==> src/sv/sha_pkg.sv <==
// shared types and constants for the sha-256 stream hasher
// initial hash values, round constant table, core command and status structs
// no dependencies
package sha_pkg;

    localparam int WORD_W  = 32;
    localparam int COUNT_W = 4;
    localparam int ROUND_W = 6;
    localparam int LEN_W   = 64;

    typedef logic [7:0][WORD_W-1:0] hash_t;
    typedef logic [15:0][WORD_W-1:0] window_t;

    localparam hash_t INIT_HASH = {
        32'h5be0cd19, 32'h1f83d9ab, 32'h9b05688c, 32'h510e527f,
        32'ha54ff53a, 32'h3c6ef372, 32'hbb67ae85, 32'h6a09e667
    };

    typedef struct packed {
        logic              push;
        logic [WORD_W-1:0] word;
        logic              init_chain;
    } core_cmd_t;

    typedef struct packed {
        logic               busy;
        logic [COUNT_W-1:0] count;
    } core_stat_t;

    function automatic logic [WORD_W-1:0] round_k(input logic [ROUND_W-1:0] t);
        logic [WORD_W-1:0] k;
        case (t)
            6'd0:  k = 32'h428a2f98;  6'd1:  k = 32'h71374491;
            6'd2:  k = 32'hb5c0fbcf;  6'd3:  k = 32'he9b5dba5;
            6'd4:  k = 32'h3956c25b;  6'd5:  k = 32'h59f111f1;
            6'd6:  k = 32'h923f82a4;  6'd7:  k = 32'hab1c5ed5;
            6'd8:  k = 32'hd807aa98;  6'd9:  k = 32'h12835b01;
            6'd10: k = 32'h243185be;  6'd11: k = 32'h550c7dc3;
            6'd12: k = 32'h72be5d74;  6'd13: k = 32'h80deb1fe;
            6'd14: k = 32'h9bdc06a7;  6'd15: k = 32'hc19bf174;
            6'd16: k = 32'he49b69c1;  6'd17: k = 32'hefbe4786;
            6'd18: k = 32'h0fc19dc6;  6'd19: k = 32'h240ca1cc;
            6'd20: k = 32'h2de92c6f;  6'd21: k = 32'h4a7484aa;
            6'd22: k = 32'h5cb0a9dc;  6'd23: k = 32'h76f988da;
            6'd24: k = 32'h983e5152;  6'd25: k = 32'ha831c66d;
            6'd26: k = 32'hb00327c8;  6'd27: k = 32'hbf597fc7;
            6'd28: k = 32'hc6e00bf3;  6'd29: k = 32'hd5a79147;
            6'd30: k = 32'h06ca6351;  6'd31: k = 32'h14292967;
            6'd32: k = 32'h27b70a85;  6'd33: k = 32'h2e1b2138;
            6'd34: k = 32'h4d2c6dfc;  6'd35: k = 32'h53380d13;
            6'd36: k = 32'h650a7354;  6'd37: k = 32'h766a0abb;
            6'd38: k = 32'h81c2c92e;  6'd39: k = 32'h92722c85;
            6'd40: k = 32'ha2bfe8a1;  6'd41: k = 32'ha81a664b;
            6'd42: k = 32'hc24b8b70;  6'd43: k = 32'hc76c51a3;
            6'd44: k = 32'hd192e819;  6'd45: k = 32'hd6990624;
            6'd46: k = 32'hf40e3585;  6'd47: k = 32'h106aa070;
            6'd48: k = 32'h19a4c116;  6'd49: k = 32'h1e376c08;
            6'd50: k = 32'h2748774c;  6'd51: k = 32'h34b0bcb5;
            6'd52: k = 32'h391c0cb3;  6'd53: k = 32'h4ed8aa4a;
            6'd54: k = 32'h5b9cca4f;  6'd55: k = 32'h682e6ff3;
            6'd56: k = 32'h748f82ee;  6'd57: k = 32'h78a5636f;
            6'd58: k = 32'h84c87814;  6'd59: k = 32'h8cc70208;
            6'd60: k = 32'h90befffa;  6'd61: k = 32'ha4506ceb;
            6'd62: k = 32'hbef9a3f7;  6'd63: k = 32'hc67178f2;
            default: k = '0;
        endcase
        return k;
    endfunction

endpackage

==> src/sv/sha_core.sv <==
// sha-256 compression core: 16-word sliding schedule window, one round per cycle
// holds the chaining value and the block word count; depends on sha_pkg
module sha_core
    import sha_pkg::*;
(
    input  logic       aclk,
    input  logic       aresetn,
    input  core_cmd_t  cmd,
    output core_stat_t stat,
    output hash_t      digest
);

    typedef enum logic [2:0] {
        C_IDLE  = 3'b001,
        C_ROUND = 3'b010,
        C_FINAL = 3'b100
    } core_state_t;

    core_state_t        state_reg, state_next;
    logic [ROUND_W-1:0] rnd_reg, rnd_next;
    logic [COUNT_W-1:0] count_reg, count_next;
    hash_t              chain_reg, chain_next;
    hash_t              v_reg, v_next;
    window_t            win_reg, win_next;

    logic [WORD_W-1:0] sched_w, t1, t2;

    function automatic logic [WORD_W-1:0] bsig0(input logic [WORD_W-1:0] x);
        return {x[1:0], x[31:2]} ^ {x[12:0], x[31:13]} ^ {x[21:0], x[31:22]};
    endfunction

    function automatic logic [WORD_W-1:0] bsig1(input logic [WORD_W-1:0] x);
        return {x[5:0], x[31:6]} ^ {x[10:0], x[31:11]} ^ {x[24:0], x[31:25]};
    endfunction

    function automatic logic [WORD_W-1:0] ssig0(input logic [WORD_W-1:0] x);
        return {x[6:0], x[31:7]} ^ {x[17:0], x[31:18]} ^ {3'b000, x[31:3]};
    endfunction

    function automatic logic [WORD_W-1:0] ssig1(input logic [WORD_W-1:0] x);
        return {x[16:0], x[31:17]} ^ {x[18:0], x[31:19]} ^ {10'b0, x[31:10]};
    endfunction

    assign sched_w = ssig1(win_reg[14]) + win_reg[9] + ssig0(win_reg[1]) + win_reg[0];
    assign t1 = v_reg[7] + bsig1(v_reg[4])
              + ((v_reg[4] & v_reg[5]) ^ (~v_reg[4] & v_reg[6]))
              + round_k(rnd_reg) + win_reg[0];
    assign t2 = bsig0(v_reg[0])
              + ((v_reg[0] & v_reg[1]) ^ (v_reg[0] & v_reg[2]) ^ (v_reg[1] & v_reg[2]));

    always_comb begin
        state_next = state_reg;
        rnd_next   = rnd_reg;
        count_next = count_reg;
        chain_next = chain_reg;
        v_next     = v_reg;
        win_next   = win_reg;
        unique case (state_reg)
            C_IDLE: begin
                if (cmd.init_chain) begin
                    chain_next = INIT_HASH;
                end
                if (cmd.push) begin
                    win_next   = {cmd.word, win_reg[15:1]};
                    count_next = count_reg + 1'b1;
                    if (count_reg == {COUNT_W{1'b1}}) begin
                        state_next = C_ROUND;
                        rnd_next   = '0;
                        v_next     = chain_reg;
                    end
                end
            end
            C_ROUND: begin
                win_next = {sched_w, win_reg[15:1]};
                v_next   = {v_reg[6:4], v_reg[3] + t1, v_reg[2:0], t1 + t2};
                rnd_next = rnd_reg + 1'b1;
                if (rnd_reg == {ROUND_W{1'b1}}) begin
                    state_next = C_FINAL;
                end
            end
            C_FINAL: begin
                for (int i = 0; i < 8; i++) begin
                    chain_next[i] = chain_reg[i] + v_reg[i];
                end
                state_next = C_IDLE;
            end
            default: state_next = C_IDLE;
        endcase
    end

    always_ff @(posedge aclk) begin
        if (!aresetn) begin
            state_reg <= C_IDLE;
            count_reg <= '0;
            chain_reg <= INIT_HASH;
        end else begin
            state_reg <= state_next;
            count_reg <= count_next;
            chain_reg <= chain_next;
        end
        rnd_reg <= rnd_next;
        v_reg   <= v_next;
        win_reg <= win_next;
    end

    assign stat.busy  = (state_reg != C_IDLE);
    assign stat.count = count_reg;
    assign digest     = chain_reg;

endmodule

==> src/sv/sha256_stream_hasher.sv <==
// top level of the sha-256 stream hasher: input framing, padding sequencer,
// length counter and digest output buffer; depends on sha_pkg and sha_core
//
// usage:
//   s_ channel takes the message as 32-bit big-endian words, first byte in the
//   top bits. s_tuser gives the valid bytes of the word (0..4, only the last
//   word may hold fewer than 4), s_tlast marks the final word of the message.
//   m_ channel returns the eight digest words in order; m_tuser is the word
//   index and m_tlast marks the eighth word.
//   rate: a word is taken while the top sequencer and the core are both idle;
//   each sixteenth word starts a compression of 64 rounds plus one chaining
//   step in the shared round unit, and no word is taken while it runs.
//   after the last word the padding words are fed at one per cycle while
//   the core is not busy, with one or two compressions, then the digest is
//   loaded into the output buffer once the final compression ends.
//   the digest sits in its own buffer, so a new message can be streamed in
//   while the receiver stalls; a next digest waits until that buffer drains.
//   reset (aresetn low, synchronous) returns the chaining value to the
//   initial hash values and clears the counters; no clearing pass is needed.
module sha256_stream_hasher
    import sha_pkg::*;
(
    input  logic        aclk,
    input  logic        aresetn,
    input  logic        s_tvalid,
    output logic        s_tready,
    input  logic [31:0] s_tdata,   // data_word
    input  logic [2:0]  s_tuser,   // valid_bytes
    input  logic        s_tlast,   // last_word
    output logic        m_tvalid,
    input  logic        m_tready,
    output logic [31:0] m_tdata,   // digest_word
    output logic [2:0]  m_tuser,   // word_index
    output logic        m_tlast    // last_of_digest
);

    typedef enum logic [4:0] {
        S_IDLE   = 5'b00001,
        S_PAD    = 5'b00010,
        S_FILL   = 5'b00100,
        S_LEN_LO = 5'b01000,
        S_WAIT   = 5'b10000
    } top_state_t;

    localparam logic [WORD_W-1:0] PAD_WORD   = 32'h8000_0000;
    localparam logic [LEN_W-1:0]  WORD_BITS  = 64'd32;
    localparam logic [2:0]        FULL_BYTES = 3'd4;
    localparam logic [COUNT_W-1:0] LEN_SLOT  = 4'd14;

    top_state_t        state_reg, state_next;
    logic [LEN_W-1:0]  len_reg, len_next;
    hash_t             out_buf_reg, out_buf_next;
    logic [3:0]        out_cnt_reg, out_cnt_next;
    logic [2:0]        idx_reg, idx_next;

    core_cmd_t  cmd;
    core_stat_t stat;
    hash_t      digest;

    logic       s_accept, m_accept, load_digest;
    logic [2:0] vb;

    function automatic logic [WORD_W-1:0] tail_word(input logic [WORD_W-1:0] d,
                                                    input logic [1:0] n);
        logic [WORD_W-1:0] w;
        case (n)
            2'd0: w = 32'h8000_0000;
            2'd1: w = {d[31:24], 24'h80_0000};
            2'd2: w = {d[31:16], 16'h8000};
            default: w = {d[31:8], 8'h80};
        endcase
        return w;
    endfunction

    sha_core u_core (
        .aclk    (aclk),
        .aresetn (aresetn),
        .cmd     (cmd),
        .stat    (stat),
        .digest  (digest)
    );

    assign s_tready    = (state_reg == S_IDLE) && !stat.busy;
    assign s_accept    = s_tvalid && s_tready;
    assign m_accept    = m_tvalid && m_tready;
    assign vb          = (s_tuser > FULL_BYTES) ? FULL_BYTES : s_tuser;
    assign load_digest = (state_reg == S_WAIT) && !stat.busy && (out_cnt_reg == 4'd0);

    always_comb begin
        state_next     = state_reg;
        len_next       = len_reg;
        cmd.push       = 1'b0;
        cmd.word       = '0;
        cmd.init_chain = load_digest;
        unique case (state_reg)
            S_IDLE: begin
                if (s_accept) begin
                    cmd.push = 1'b1;
                    if (!s_tlast) begin
                        cmd.word = s_tdata;
                        len_next = len_reg + WORD_BITS;
                    end else begin
                        len_next = len_reg + {58'b0, vb, 3'b000};
                        if (vb == FULL_BYTES) begin
                            cmd.word   = s_tdata;
                            state_next = S_PAD;
                        end else begin
                            cmd.word   = tail_word(s_tdata, vb[1:0]);
                            state_next = S_FILL;
                        end
                    end
                end
            end
            S_PAD: begin
                if (!stat.busy) begin
                    cmd.push   = 1'b1;
                    cmd.word   = PAD_WORD;
                    state_next = S_FILL;
                end
            end
            S_FILL: begin
                if (!stat.busy) begin
                    cmd.push = 1'b1;
                    if (stat.count == LEN_SLOT) begin
                        cmd.word   = len_reg[63:32];
                        state_next = S_LEN_LO;
                    end
                end
            end
            S_LEN_LO: begin
                if (!stat.busy) begin
                    cmd.push   = 1'b1;
                    cmd.word   = len_reg[31:0];
                    state_next = S_WAIT;
                end
            end
            S_WAIT: begin
                if (load_digest) begin
                    len_next   = '0;
                    state_next = S_IDLE;
                end
            end
            default: state_next = S_IDLE;
        endcase
    end

    always_comb begin
        out_buf_next = out_buf_reg;
        out_cnt_next = out_cnt_reg;
        idx_next     = idx_reg;
        if (load_digest) begin
            out_buf_next = digest;
            out_cnt_next = 4'd8;
            idx_next     = '0;
        end else if (m_accept) begin
            out_buf_next = out_buf_reg >> WORD_W;
            out_cnt_next = out_cnt_reg - 1'b1;
            idx_next     = idx_reg + 1'b1;
        end
    end

    always_ff @(posedge aclk) begin
        if (!aresetn) begin
            state_reg   <= S_IDLE;
            len_reg     <= '0;
            out_cnt_reg <= '0;
            idx_reg     <= '0;
        end else begin
            state_reg   <= state_next;
            len_reg     <= len_next;
            out_cnt_reg <= out_cnt_next;
            idx_reg     <= idx_next;
        end
        out_buf_reg <= out_buf_next;
    end

    assign m_tvalid = (out_cnt_reg != 4'd0);
    assign m_tdata  = out_buf_reg[0];
    assign m_tuser  = idx_reg;
    assign m_tlast  = (idx_reg == 3'd7);

`ifndef ASSERT_OFF
    a_block_start_wraps: assert property (@(posedge aclk) disable iff (!aresetn)
        (!$past(stat.busy) && stat.busy) |-> (stat.count == 4'd0))
        else $error("compression started with a partial block");

    a_digest_drained: assert property (@(posedge aclk) disable iff (!aresetn)
        (m_accept && m_tlast) |=> !m_tvalid)
        else $error("digest item follows the last digest item");

    a_digest_load: assert property (@(posedge aclk) disable iff (!aresetn)
        load_digest |=> (m_tvalid && (m_tuser == 3'd0) && (state_reg == S_IDLE)))
        else $error("digest load did not start at word zero");
`endif

endmodule

==> config.mk <==
export PLATFORM = sky130hd
export DESIGN_NAME = sha256_stream_hasher
export DESIGN_NICKNAME = d
export VERILOG_FILES = /design/src/sv/sha_pkg.sv /design/src/sv/sha_core.sv /design/src/sv/sha256_stream_hasher.sv
export SDC_FILE = /design/constraint.sdc
export NUM_CORES = 2
export LEC_CHECK = 0
export BUFFER_PORTS_ARGS = -buffer_cell sky130_fd_sc_hd__clkbuf_2
export CORE_MARGIN = 2
export CORE_UTILIZATION = 58
export CTS_CLUSTER_SIZE = 25
export DETAILED_ROUTE_END_ITERATION = 8
export PLACE_DENSITY = 0.81
export SLEW_MARGIN = 20
export SYNTH_ARGS = -nofsm -noshare
export SYNTH_HDL_FRONTEND = slang
export SYNTH_SLANG_ARGS = --single-unit
==> constraint.sdc <==
create_clock -name aclk -period 9.2 [get_ports aclk]
set_input_delay 2.3 -clock aclk [delete_from_list [all_inputs] [get_ports aclk]]
set_output_delay 2.3 -clock aclk [all_outputs]
set_load 0.02 [all_outputs]
==> results by group <==
Run status
  – Status: finished clean

CTS
  – CTS H-Tree Depth: 4
  – TritonCTS clock tree: done
  – Post-CTS Resized: 0
  – Clk Latency, worst-skew pair: 0.82 ns
  – Number of setup buffers added after CTS: 0
  – Num Clock Sinks: 1398
  – Clock Tree Root: clkbuf_16
  – CTS max path bufs: 3
  – Clk pin slew, worst setup/hold paths: 0.06 ns
  – TritonCTS buffer count: 150
  – Hold buffers post-CTS: 0

Worst setup path
  – Worst reg2reg endpoint: u_core.v_reg[31]
  – R2R depth: 32
  – CP max-delay cell: edfxtp_1
  – Cell count along the critical path: 32
  – Data arrival time of the worst path: 9.08 ns
  – Worst Setup SP: u_core.v_reg[139]
  – Reg2reg start: u_core.v_reg[139]
  – Worst-path fanout max: 6
  – Crit path buf inv count: 2
  – CP Class: reg2reg
  – Critical path endpoint: u_core.v_reg[31]
  – Worst setup EP type: flip-flop
  – CP required: 9.73 ns
  – Crit-path max cell delay: 0.54 ns
  – Worst setup SP type: flip-flop
  – Top delay family on crit path: compound AO/OA/AOI/OAI gates
  – R2r setup slk: 0.65 ns

Global routing
  – First-pass GRT wire length: 357.3 mm
  – Congestion Overflow GR: 0
  – Largest net degree at the start of global routing: 181
  – Vias in the first global route: 58160
  – Overall Global Routing Usage: 34.29%
  – Initial antenna violation count: 9

Yosys
  – Synth warnings: 0
  – Synth unique cells: 99
  – Synth async-reset ratio: 0%
  – Register area share after synthesis: 48.76%
  – Syn_nets: 8506
  – Mapped Avg Cell Area: 9.979 um^2
  – Top cells by area, synth: edfxtp_1, dfxtp_1, nand2_1
  – Syn Inst Count: 7871
  – Ys flop type: edfxtp_1
  – Area leader, netlist: edfxtp_1
  – Mapped Area: 0.07854 mm^2
  – Post-synth EDFFs: 1030
  – Yosys reg bits: 1398
  – Share of the synthesized area in the top cell type: 39.38%

Timing
  – # setup viols final: 0
  – Setup Skew: 0.05384 ns
  – Worst Max-Slew Pin Slew: 1.200 ns
  – Max_slew headroom: 19.29%
  – Final Hold Viols: 0
  – Min cycle time layout: 8.550 ns
  – F_max: 117.0 MHz
  – TNS Setup: 0 ns
  – Pins over their slew limit: 0
  – RSZ-0062 raised after global routing: no
  – Final worst slack: 0.6505 ns
  – Fin Hold WS: 0.3987 ns
  – Period utilization: 92.93%

Power
  – Pleak: 35.42 nW
  – Pwr per Cell Area: 408.8 mW/mm^2
  – Max VDD drop: 797.9 uV
  – Overall Power: 0.03498 W

Drt
  – DRC: 0
  – DRT Pass-1 Iters: 6
  – Via density: 6.255
  – WL final: 239.6 mm
  – Routed WL per cell: 24.70 um
  – Vias: 60690
  – Antenna Nets Post-Route: 0
  – Initial DRC Count: 7906

Die
  – Starting density of the core: 58.20%
  – Die Wd: 372.0 um
  – Ports: 78
  – Core ar.: 0.1350 mm^2
  – Die Y: 372.0 um
  – # rows: 135
  – DIE AREA: 0.1384 mm^2

Place
  – Port-buffer cells: 77
  – Dpl ws: 0.6699 ns
  – Final Wtd Congestion: 1.007
  – DP HPWL: 166.3 mm

Final layout
  – Fill cells: 10490
  – Register Area: 0.03830 mm^2
  – Max FFs per register: 512
  – P&R area growth vs syn: 8.932%
  – Share of layout cells above drive strength 1: 5.859%
  – Final nets: 8425
  – Multi-input logic area: 0.03750 mm^2

Min path
  – Hold Crit Class: reg2reg

Run
  – Max-cap violations: 0
synth_stat cells (13+ instances only):
master        n
nand2_1    1697
edfxtp_1   1030
a21oi_1     525
nor2_1      409
o21ai_0     406
xnor2_1     403
ha_1        399
dfxtp_1     368
inv_1       327
clkbuf_1    323
xor2_1      220
a21o_1      196
fa_1        196
nand3_1     169
nor3_1      137
nand2b_1     59
o211ai_1     53
o21bai_1     53
and2_1       52
o21a_1       51
and3_1       50
nand4_1      48
a31oi_1      42
o21ai_1      42
or3_1        40
a22oi_1      39
mux2i_1      38
a211oi_1     36
buf_1        33
buf_4        32
nor2b_1      32
o31ai_1      30
o221ai_1     26
maj3_1       21
o22ai_1      18
a311oi_1     15
nor4_1       15
a2111oi_0    13
a211o_1      13
or2_2        13
final cells by class:
cell class / instances / share of cell area [%]
diodes: 2 / 0.005850
clock buffers: 196 / 4.756
clock inverters: 85 / 1.297
inverters: 330 / 1.459
multi-input cells: 5746 / 43.83
flip-flops and latches: 1398 / 44.76
well taps: 1781 / 2.605
repair buffers: 164 / 1.290
through the flow:
| stage | utilization, % | cells | area (um^2) |
|---|---|---|---|
| finish | 63.40 | 9702 | 85560 |
| global route | 63.39 | 9700 | 85550 |
| CTS | 63.39 | 9700 | 85550 |
| detailed placement | 59.55 | 9419 | 80370 |
| global placement | 59.55 | 9419 | 80370 |
| floorplan | - | 7871 | 78550 |
metal layers:
metal / vias up / track usage (%) / share of wire, % / wire length, um
met4: 8 / 15.83 / 5.0 / 12070
met1: 29220 / 47.61 / 40 / 96710
li1: 27400 / - / - / -
met3: 627 / 6.261 / 10 / 24290
met2: 3435 / 52.41 / 44 / 106500
met5: - / 0 / 0.019 / 45
power breakdown:
| group | leakage (nW) | internal [W] | switching [W] | total [W] |
|---|---|---|---|---|
| sequential | 13.1 | 0.00919 | 0.00119 | 0.0104 |
| combinational | 19.8 | 0.00699 | 0.0113 | 0.0183 |
| clock | 2.48 | 0.00358 | 0.00273 | 0.00631 |
layout by cell type, fill, tap and decap left out, types with 196 or more instances in the layout:
cell type     n
nand2_1    1691
edfxtp_1   1030
a21oi_1     519
o21ai_0     406
nor2_1      404
xnor2_1     403
ha_1        399
dfxtp_1     368
inv_1       325
xor2_1      220
fa_1        196
how the worst min path moves through the flow:
stage / from / endpoint / slack, ns / cells after the start
after floorplan: u_core.win_reg[132] / u_core.win_reg[100] / 0.40 / 0
after detailed placement: u_core.win_reg[143] / u_core.win_reg[111] / 0.40 / 0
after global routing: u_core.win_reg[281] / u_core.win_reg[249] / 0.40 / 0
final: u_core.win_reg[281] / u_core.win_reg[249] / 0.40 / 0
after CTS: u_core.win_reg[168] / u_core.win_reg[136] / 0.39 / 0
after global placement: u_core.win_reg[482] / u_core.win_reg[450] / 0.40 / 0
cell families after synthesis:
| logic type | after synthesis | share of synthesized area, % |
|---|---|---|
| fa+ha+maj | 616 | 11.62 |
| simple gates | 2768 | 14.97 |
| compound gates | 1696 | 13.48 |
| flops | 1398 | 48.76 |
| xor+xnor | 624 | 6.976 |
| buf+inv | 727 | 3.642 |
| mux | 42 | 0.5560 |
Power figures use the tool's default switching activity.
